==> src/rtl/wre_pkg.sv <==
package wre_pkg;

  localparam int ROW_COUNT_BITS    = 31;
  localparam int PERCENT_FRAC_BITS = 32;
  localparam int PCT_BITS          = PERCENT_FRAC_BITS + 1;

  localparam logic [ROW_COUNT_BITS-1:0] ROW_MAX = {ROW_COUNT_BITS{1'b1}};
  localparam logic [ROW_COUNT_BITS-1:0] ROW_ONE = ROW_COUNT_BITS'(1);
  localparam logic [PCT_BITS-1:0]       PCT_ONE = {1'b1, {PERCENT_FRAC_BITS{1'b0}}};

  typedef logic [1:0] rank_mode_t;

  localparam rank_mode_t MODE_RANK    = 2'd0;
  localparam rank_mode_t MODE_DENSE   = 2'd1;
  localparam rank_mode_t MODE_PERCENT = 2'd2;

  typedef struct packed {
    logic                      first_in_partition;
    logic [ROW_COUNT_BITS-1:0] partition_rows;
    logic [ROW_COUNT_BITS-1:0] peer_group_start;
  } in_item_t;

  typedef struct packed {
    logic [ROW_COUNT_BITS-1:0] rank_value;
    logic [PCT_BITS-1:0]       percent_value;
  } out_item_t;

  // One ranked row waiting for the back end.
  typedef struct packed {
    logic [ROW_COUNT_BITS-1:0] rank;
    logic [ROW_COUNT_BITS-1:0] rows;
    rank_mode_t                mode;
  } rank_job_t;

  typedef enum logic [1:0] {
    ST_IDLE,
    ST_PREP,
    ST_DIV,
    ST_DONE
  } back_state_t;

endpackage

==> src/rtl/wre_front.sv <==
module wre_front (
  input  logic               clk,
  input  logic               rst_n,
  input  logic               push,
  input  wre_pkg::in_item_t  in_data,
  input  wre_pkg::rank_mode_t mode,
  input  logic               job_full,
  output logic               job_push,
  output wre_pkg::rank_job_t job
);
  import wre_pkg::*;

  logic [ROW_COUNT_BITS-1:0] group_start_r, group_start_nxt;
  logic [ROW_COUNT_BITS-1:0] peer_count_r, peer_count_nxt;
  logic [ROW_COUNT_BITS-1:0] rank_r, rank_nxt;
  logic [ROW_COUNT_BITS-1:0] rows_r, rows_nxt;

  logic [ROW_COUNT_BITS-1:0] rank_base, start_base, peer_base, rank_inc;
  logic [ROW_COUNT_BITS:0]   rank_sum, peer_sum;
  logic                      new_group;

  assign job_push = push && !job_full;

  always_comb begin
    // a new partition restarts the recurrence before this row is ranked
    rank_base  = in_data.first_in_partition ? ROW_ONE : rank_r;
    start_base = in_data.first_in_partition ? '0 : group_start_r;
    peer_base  = in_data.first_in_partition ? '0 : peer_count_r;
    rows_nxt   = in_data.first_in_partition ? in_data.partition_rows : rows_r;

    new_group = (in_data.peer_group_start != start_base);

    if (mode == MODE_DENSE) begin
      rank_inc = (peer_base != '0) ? ROW_ONE : '0;
    end else begin
      rank_inc = peer_base;
    end

    rank_sum = {1'b0, rank_base} + {1'b0, rank_inc};
    peer_sum = {1'b0, peer_base} + {1'b0, ROW_ONE};

    if (new_group) begin
      rank_nxt        = rank_sum[ROW_COUNT_BITS] ? ROW_MAX : rank_sum[ROW_COUNT_BITS-1:0];
      group_start_nxt = in_data.peer_group_start;
      peer_count_nxt  = ROW_ONE;
    end else begin
      rank_nxt        = rank_base;
      group_start_nxt = start_base;
      peer_count_nxt  = peer_sum[ROW_COUNT_BITS] ? ROW_MAX : peer_sum[ROW_COUNT_BITS-1:0];
    end

    job.rank = rank_nxt;
    job.rows = rows_nxt;
    job.mode = mode;
  end

  always_ff @(posedge clk) begin
    if (!rst_n) begin
      group_start_r <= '0;
      peer_count_r  <= '0;
      rank_r        <= ROW_ONE;
      rows_r        <= ROW_ONE;
    end else if (job_push) begin
      group_start_r <= group_start_nxt;
      peer_count_r  <= peer_count_nxt;
      rank_r        <= rank_nxt;
      rows_r        <= rows_nxt;
    end
  end

endmodule

==> src/rtl/wre_fifo.sv <==
module wre_fifo #(
  parameter int DEPTH = 4
) (
  input  logic               clk,
  input  logic               rst_n,
  input  logic               wr_en,
  input  wre_pkg::rank_job_t wr_data,
  output logic               full,
  input  logic               rd_en,
  output wre_pkg::rank_job_t rd_data,
  output logic               empty
);
  import wre_pkg::*;

  localparam int PTR_BITS = (DEPTH > 1) ? $clog2(DEPTH) : 1;
  localparam int CNT_BITS = $clog2(DEPTH + 1);
  localparam logic [PTR_BITS-1:0] PTR_LAST = PTR_BITS'(DEPTH - 1);
  localparam logic [CNT_BITS-1:0] CNT_FULL = CNT_BITS'(DEPTH);

  rank_job_t mem [DEPTH];

  logic [PTR_BITS-1:0] wr_ptr_r, wr_ptr_nxt;
  logic [PTR_BITS-1:0] rd_ptr_r, rd_ptr_nxt;
  logic [CNT_BITS-1:0] count_r, count_nxt;
  logic                do_wr, do_rd;

  assign full    = (count_r == CNT_FULL);
  assign empty   = (count_r == '0);
  assign do_wr   = wr_en && !full;
  assign do_rd   = rd_en && !empty;
  assign rd_data = mem[rd_ptr_r];

  always_comb begin
    wr_ptr_nxt = wr_ptr_r;
    rd_ptr_nxt = rd_ptr_r;
    count_nxt  = count_r;
    if (do_wr) begin
      wr_ptr_nxt = (wr_ptr_r == PTR_LAST) ? '0 : wr_ptr_r + PTR_BITS'(1);
    end
    if (do_rd) begin
      rd_ptr_nxt = (rd_ptr_r == PTR_LAST) ? '0 : rd_ptr_r + PTR_BITS'(1);
    end
    if (do_wr && !do_rd) begin
      count_nxt = count_r + CNT_BITS'(1);
    end else if (do_rd && !do_wr) begin
      count_nxt = count_r - CNT_BITS'(1);
    end
  end

  always_ff @(posedge clk) begin
    if (do_wr) begin
      mem[wr_ptr_r] <= wr_data;
    end
  end

  always_ff @(posedge clk) begin
    if (!rst_n) begin
      wr_ptr_r <= '0;
      rd_ptr_r <= '0;
      count_r  <= '0;
    end else begin
      wr_ptr_r <= wr_ptr_nxt;
      rd_ptr_r <= rd_ptr_nxt;
      count_r  <= count_nxt;
    end
  end

endmodule

==> src/rtl/wre_back.sv <==
module wre_back (
  input  logic               clk,
  input  logic               rst_n,
  input  logic               job_empty,
  input  wre_pkg::rank_job_t job,
  output logic               job_pop,
  output logic               empty,
  input  logic               pop,
  output wre_pkg::out_item_t out_data
);
  import wre_pkg::*;

  localparam int STEP_BITS = $clog2(PERCENT_FRAC_BITS);
  localparam logic [STEP_BITS-1:0] STEP_LAST = STEP_BITS'(PERCENT_FRAC_BITS - 1);

  back_state_t state_r, state_nxt;

  logic [ROW_COUNT_BITS-1:0] rank_r;
  logic [ROW_COUNT_BITS-1:0] rows_r;
  logic [ROW_COUNT_BITS-1:0] rem_r;
  logic [ROW_COUNT_BITS-1:0] den_r;
  logic [PCT_BITS-1:0]       quo_r;
  logic [STEP_BITS-1:0]      step_r;

  logic      out_valid_r;
  out_item_t out_data_r;

  logic                      out_free, out_load, job_take;
  out_item_t                 out_load_data;
  logic [ROW_COUNT_BITS:0]   rem_sh;
  logic                      rem_ge;
  logic [ROW_COUNT_BITS:0]   rem_diff;

  assign out_free = !out_valid_r || pop;
  assign empty    = !out_valid_r;
  assign out_data = out_data_r;

  // one restoring step per cycle
  assign rem_sh   = {rem_r, 1'b0};
  assign rem_ge   = (rem_sh >= {1'b0, den_r});
  assign rem_diff = rem_sh - {1'b0, den_r};

  always_comb begin
    state_nxt = state_r;
    case (state_r)
      ST_IDLE: begin
        if (!job_empty && (job.mode == MODE_PERCENT)) begin
          state_nxt = ST_PREP;
        end
      end
      ST_PREP: begin
        if ((rows_r > ROW_ONE) && (rank_r < rows_r)) begin
          state_nxt = ST_DIV;
        end else begin
          state_nxt = ST_DONE;
        end
      end
      ST_DIV: begin
        if (step_r == STEP_LAST) begin
          state_nxt = ST_DONE;
        end
      end
      ST_DONE: begin
        if (out_free) begin
          state_nxt = ST_IDLE;
        end
      end
      default: state_nxt = ST_IDLE;
    endcase
  end

  always_comb begin
    job_pop       = 1'b0;
    job_take      = 1'b0;
    out_load      = 1'b0;
    out_load_data = '{rank_value: rank_r, percent_value: quo_r};
    case (state_r)
      ST_IDLE: begin
        if (!job_empty) begin
          if (job.mode == MODE_PERCENT) begin
            job_pop  = 1'b1;
            job_take = 1'b1;
          end else if (out_free) begin
            // plain and dense ranks go straight to the output register
            job_pop       = 1'b1;
            out_load      = 1'b1;
            out_load_data = '{rank_value: job.rank, percent_value: '0};
          end
        end
      end
      ST_DONE: begin
        out_load = out_free;
      end
      default: begin
        out_load = 1'b0;
      end
    endcase
  end

  always_ff @(posedge clk) begin
    if (job_take) begin
      rank_r <= job.rank;
      rows_r <= job.rows;
    end
    case (state_r)
      ST_PREP: begin
        rem_r  <= rank_r - ROW_ONE;
        den_r  <= rows_r - ROW_ONE;
        step_r <= '0;
        if (rows_r <= ROW_ONE) begin
          quo_r <= '0;
        end else if (rank_r >= rows_r) begin
          quo_r <= PCT_ONE;
        end else begin
          quo_r <= '0;
        end
      end
      ST_DIV: begin
        rem_r  <= rem_ge ? rem_diff[ROW_COUNT_BITS-1:0] : rem_sh[ROW_COUNT_BITS-1:0];
        quo_r  <= {quo_r[PCT_BITS-2:0], rem_ge};
        step_r <= step_r + STEP_BITS'(1);
      end
      default: begin
        step_r <= step_r;
      end
    endcase
    if (out_load) begin
      out_data_r <= out_load_data;
    end
  end

  always_ff @(posedge clk) begin
    if (!rst_n) begin
      state_r     <= ST_IDLE;
      out_valid_r <= 1'b0;
    end else begin
      state_r <= state_nxt;
      if (out_load) begin
        out_valid_r <= 1'b1;
      end else if (pop) begin
        out_valid_r <= 1'b0;
      end
    end
  end

  a_rem_below_den: assert property (@(posedge clk) disable iff (!rst_n)
    (state_r == ST_DIV) |-> (rem_r < den_r))
    else $error("divider remainder reached the divisor");

  a_pct_in_range: assert property (@(posedge clk) disable iff (!rst_n)
    out_valid_r |-> (out_data_r.percent_value <= PCT_ONE))
    else $error("percent rank above 1.0");

  a_no_pop_empty: assert property (@(posedge clk) disable iff (!rst_n)
    job_pop |-> !job_empty)
    else $error("back end took a job from an empty queue");

  a_out_held: assert property (@(posedge clk) disable iff (!rst_n)
    (out_valid_r && !pop) |=> (out_valid_r && $stable(out_data_r)))
    else $error("waiting result was overwritten");

endmodule

==> src/rtl/window_rank_engine.sv <==
// SQL window ranking over a stream of rows already sorted within their
// partition. Each pushed beat carries a first-of-partition flag, the
// partition's row count and the row index where the row's peer group starts;
// each popped beat returns the rank (mode 0, or 3), the dense rank (mode 1),
// and in mode 2 also the percent rank (rank-1)/(rows-1) as an unsigned
// fraction with 32 fractional bits, truncated, where 2^32 means 1.0 and a
// partition of one row gives 0. Rank and peer counters saturate at 2^31-1.
// Rate: the front end ranks one row per cycle unless the small job queue is
// full. In modes 0, 1 and 3 the back end retires one row per cycle while
// results are popped. In mode 2 each row occupies the back end's restoring
// divider, one quotient bit per cycle, until its result is loaded; rows of a
// one-row partition or with rank at or above the row count skip the divider.
// rank_mode sits at byte address 0 of the APB port; change it only while no
// row is in flight.
module window_rank_engine #(
  parameter int QUEUE_DEPTH = 4
) (
  input  logic               clk,
  input  logic               rst_n,
  // row input
  input  logic               push,
  output logic               full,
  input  wre_pkg::in_item_t  in_data,
  // rank results
  output logic               empty,
  input  logic               pop,
  output wre_pkg::out_item_t out_data,
  // configuration
  input  logic               psel,
  input  logic               penable,
  input  logic               pwrite,
  input  logic [1:0]         paddr,
  input  logic [31:0]        pwdata,
  output logic [31:0]        prdata,
  output logic               pready
);
  import wre_pkg::*;

  rank_mode_t mode_r;
  logic       cfg_wr;
  logic       job_push, job_full, job_pop, job_empty;
  rank_job_t  job_in, job_out;

  // Only one register, at byte address 0.
  assign pready = 1'b1;
  assign cfg_wr = psel && penable && pwrite && pready && (paddr == 2'd0);
  assign prdata = {30'd0, mode_r};

  always_ff @(posedge clk) begin
    if (!rst_n) begin
      mode_r <= MODE_RANK;
    end else if (cfg_wr) begin
      mode_r <= pwdata[1:0];
    end
  end

  // Rank each row as it arrives; the mode travels with the job.
  assign full = job_full;

  wre_front u_front (
    .clk      (clk),
    .rst_n    (rst_n),
    .push     (push),
    .in_data  (in_data),
    .mode     (mode_r),
    .job_full (job_full),
    .job_push (job_push),
    .job      (job_in)
  );

  // Decouple ranking from the divider.
  wre_fifo #(
    .DEPTH (QUEUE_DEPTH)
  ) u_queue (
    .clk     (clk),
    .rst_n   (rst_n),
    .wr_en   (job_push),
    .wr_data (job_in),
    .full    (job_full),
    .rd_en   (job_pop),
    .rd_data (job_out),
    .empty   (job_empty)
  );

  // Compute percent rank and hold the result beat until popped.
  wre_back u_back (
    .clk       (clk),
    .rst_n     (rst_n),
    .job_empty (job_empty),
    .job       (job_out),
    .job_pop   (job_pop),
    .empty     (empty),
    .pop       (pop),
    .out_data  (out_data)
  );

endmodule
==> config.mk <==
export PLATFORM = sky130hd
export DESIGN_NAME = window_rank_engine
export DESIGN_NICKNAME = d
export VERILOG_FILES = /design/src/rtl/wre_pkg.sv /design/src/rtl/wre_front.sv /design/src/rtl/wre_fifo.sv /design/src/rtl/wre_back.sv /design/src/rtl/window_rank_engine.sv
export SDC_FILE = /design/constraint.sdc
export NUM_CORES = 1
export LEC_CHECK = 0
export ABC_AREA = 0
export CORE_MARGIN = 1
export CORE_UTILIZATION = 50
export CTS_CLUSTER_DIAMETER = 50
export DETAILED_ROUTE_END_ITERATION = 10
export DONT_BUFFER_PORTS = 1
export PLACE_DENSITY = 0.73
export SETUP_SLACK_MARGIN = 0.02
export SYNTH_ARGS = -nofsm -noshare
export SYNTH_HDL_FRONTEND = slang
export SYNTH_SLANG_ARGS = --single-unit
==> constraint.sdc <==
create_clock -name clk -period 7.1 [get_ports clk]
set_input_delay 0 -clock clk [delete_from_list [all_inputs] [get_ports clk]]
set_output_delay 0 -clock clk [all_outputs]
set_load 0.05 [all_outputs]
==> flow_summary_export.csv <==
group,metric,value,unit
status,status,"complete, no violations",
timing,relSlewSlack,0.241,
critical_path,path_cells,"nand2b_1, nor3_1, nand4_1, o221ai_1, o21ai_0, ha_1, a211oi_1, o21bai_1, o22ai_2, o22a_1, o41a_4, a2bb2oi_4, nand3_2, o32ai_1, nand2_1, dlygate4sd3_1",
die,pin_count,203,
critical_path,path_delay_family,"compound AO/OA/AOI/OAI gates",
critical_path,r2r_end,"u_front.rank_r[0]$_SDFFE_PN1P_",
synthesis,ys_ff_latch,620,
synthesis,synth_area_leaders,"edfxtp_1 (47%), dfxtp_1 (9.0%), mux4_2 (4.5%)",
detailed_routing,drt-wirelength-per-cell,20.7,um
die,initial_core_util,0.507,
hold_path,min_path_type,"input pin to flip-flop",
detailed_routing,drt_wl_total,72000,um
critical_path,cp_data_required_time,7.59,ns
detailed_routing,dr.pass1.iters,6,
die,design.core.area,0.0606,mm2
synthesis,synth_edf_count,482,
critical_path,critPathMaxFanout,30,
clock_network,htreeDepth,3,
critical_path,worst_path_largest_cell_delay,0.82,ns
power,power_density,386,mW/mm2
die,die_w,250,um
placed_design,place_congestion,0.881,
detailed_routing,vias_per_cell,5.97,
synthesis,ys_top_cells_by_count,"edfxtp_1 (482), nor2_1 (250), a21oi_1 (163)",
clock_network,cts_num_sinks,620,
clock_network,clk_root_buffer_cell,"clkbuf_16",
timing,final_max_slew_viol_count,0,
synthesis,ys_seq_area_frac,0.561,
detailed_routing,drcViolationCount,0,
global_routing,grt_pass1_wl,113000,um
detailed_routing,first_iter_violations,1772,
timing,max_freq,178,MHz
timing,setup_ws,1.47,ns
placed_design,hpwl,47600,um
power,power.total,0.0132,W
placed_design,preCtsSetupSlack,1.96,ns
synthesis,synth_cell_type_count,91,
detailed_routing,via_count,20800,
global_routing,grt_pass1_vias,20500,
critical_path,start_kind,"flip-flop",
die,die_area,0.0624,mm2
critical_path,crit_buf_inv,1,
die,row_count,90,
final_layout,drive_gt1_frac,0.111,
synthesis,synth_top_area_frac,0.471,
synthesis,postSynthCellCount,2594,
critical_path,r2r_start,"mode_r[0]$_SDFFE_PN0P_",
timing,clock_skew,0.0306,ns
global_routing,grt_usage,0.230,
timing,period_share,0.793,
clock_network,cts_tree,"built",
clock_network,path_clk_slew,0.06,ns
global_routing,grt_max_degree,86,
synthesis,synth_largest_area_cell,"edfxtp_1",
global_routing,grt_overflow_total,0,
timing,setup_viol,0,
critical_path,critPathKind,"flip-flop to flip-flop",
critical_path,rrSetupSlack,1.47,ns
power,ir_worst_vdd,0.263,mV
critical_path,startpoint,"mode_r[0]$_SDFFE_PN0P_",
global_routing,antenna_found_initial,4,
die,die_h,250,um
final_layout,nets,2851,
critical_path,critPathCapture,"u_front.rank_r[0]$_SDFFE_PN1P_",
clock_network,cts_buffers,69,
run,cap_viol_max_count,0,
synthesis,synth.cell_area,0.0307,mm2
timing,rsz0062_at_grt,"no",
critical_path,crit_arrival,6.12,ns
critical_path,reg2reg_depth,16,
synthesis,synth_ff_type,"edfxtp_1",
detailed_routing,ant_nets,0,
clock_network,insertion_delay,0.63,ns
synthesis,postSynthAreaPerCell,11.8,um2
synthesis,yosysWarningCount,0,
timing,hold_ws,0.0674,ns
clock_network,clk_path_buf_depth,3,
power,power.leakage,12.6,nW
synthesis,yosysMostFrequentCell,"edfxtp_1",
timing,tns,0,ns
timing,finalCriticalPeriod,5.63,ns
critical_path,cp.depth,16,
timing,final_hold_viol_count,0,
critical_path,cp_slowest_cell,"dfxtp_1",
final_layout,synthToLayoutAreaGrowth,11.5,%
clock_network,post_cts_buffers,0,
placed_design,port_buffers,0,
final_layout,fin_util,0.566,
synthesis,ys_async_sr_fraction,0,
critical_path,crit_path_end_kind,"flip-flop",
timing,tightest_slew,1.14,ns
-- report_power, final --
part / switching (W) / total, W / internal (W)
clock: 0.00149 / 0.00361 / 0.00212
sequential: 0.00115 / 0.00615 / 0.00500
combinational: 0.00214 / 0.00348 / 0.00134
-- worst reg2reg max path, stage by stage (launching register included) --
cell,delay [ns]
dfxtp_1,0.82
nand2b_1,0.63
nor3_1,0.30
nand4_1,0.12
o221ai_1,0.19
o21ai_0,0.14
ha_1,0.29
a211oi_1,0.27
o21bai_1,0.15
o22ai_2,0.22
o22a_1,0.24
o41a_4,0.20
a2bb2oi_4,0.23
nand3_2,0.58
o32ai_1,0.47
nand2_1,0.08
dlygate4sd3_1,0.56
-- cell usage in the layout, fill, tap and decap left out, drive strengths merged, types with 20 or more instances in the layout --
cell type and n:
xnor2 81, dlygate4sd3 72, a31oi 28, a22oi 32
and2 44, clkbuf 92, nand3 73, and3 41
nor3 44, xor2 48, nor2 253, a21oi 165
nand2 159, inv 118, o31ai 32, a21o 43
ha 110, conb 31, nor4 21, mux2 60
o21ai 100, mux4 62, nor2b 75, dfxtp 138
edfxtp 482, nand4 34, nand2b 20
-- flip-flops by register name (all words and copies together), names as in the netlist, named ones only --
signal                 count
u_front.rank_r            31
u_back.out_data           64
u_back.rem_r              31
u_front.rows_r            31
u_front.group_start_r     31
u_front.peer_count_r      31
u_back.step_r              5
u_queue.mem              256
u_back.quo_r              33
u_queue.wr_ptr_r           2
u_back.out_valid_r         1
u_back.den_r              31
u_back.rank_r             31
u_queue.rd_ptr_r           2
u_back.state_r             2
mode_r                     2
u_queue.count_r            3
u_back.rows_r             31
-- stage by stage --
stage / instance area (um2) / std cells
after global routing: 34300 / 3476
after CTS: 34300 / 3472
after detailed placement: 31200 / 3271
after floorplan: 30800 / 2623
final: 34300 / 3476
after global placement: 31200 / 3271
-- repair_timing --
item | CTS | global route
hold buffers | 74 | 0
gates resized for setup | 0 | 0
endpoints found under the hold margin | 379 | 0
endpoints found under the setup margin | 0 | 0
-- worst min path at each step --
stage,startpoint,to,slack [ns],depth (start not counted)
2_1_floorplan,pwdata[0],mode_r[0]$_SDFFE_PN0P_,0.14,2
3_3_place_gp,rst_n,u_front.rows_r[0]$_SDFFE_PN1P_,0.07,1
3_5_place_dp,rst_n,u_front.rows_r[0]$_SDFFE_PN1P_,0.07,1
4_1_cts,in_data[62],u_front.peer_count_r[18]$_SDFFE_PN0P_,0.04,4
5_1_grt,in_data[22],u_front.group_start_r[22]$_SDFFE_PN0P_,0.07,3
6_report,in_data[62],u_front.peer_count_r[18]$_SDFFE_PN0P_,0.07,4
-- kinds of logic (layout without fill, tap and decap cells) --
group                      after synthesis  in the layout  share of synthesized area
and+or+nand+nor                        811            811                      0.133
muxes                                  138            138                     0.0726
other                                    2             35                   0.000244
buffers and inverters                  259            326                     0.0397
DFF                                    620            620                      0.561
xor gates and xnor gates               129            129                     0.0368
adders and majority gates              113            113                     0.0467
AOI/OAI and AO/OA                      522            522                      0.110
-- per-layer routing --
layer,wire (um),share of wire,vias to the layer above,GRT usage
met5,0,0,-,0
met4,2510,0.035,0,0.0961
met3,4400,0.061,138,0.0377
met2,34700,0.48,814,0.383
met1,30400,0.42,10200,0.298
li1,-,-,9645,-
-- final cells by class --
type | instances | area (um2)
inverters | 108 | 405
well taps | 782 | 978
clock buffers | 92 | 1870
repair buffers | 91 | 896
flip-flops and latches | 620 | 17200
clock inverters | 35 | 437
multi-input cells | 1744 | 12400
diodes | 4 | 10.0
fillers | 4741 | 26300
Note: power is estimated with default switching activity, not from simulation.
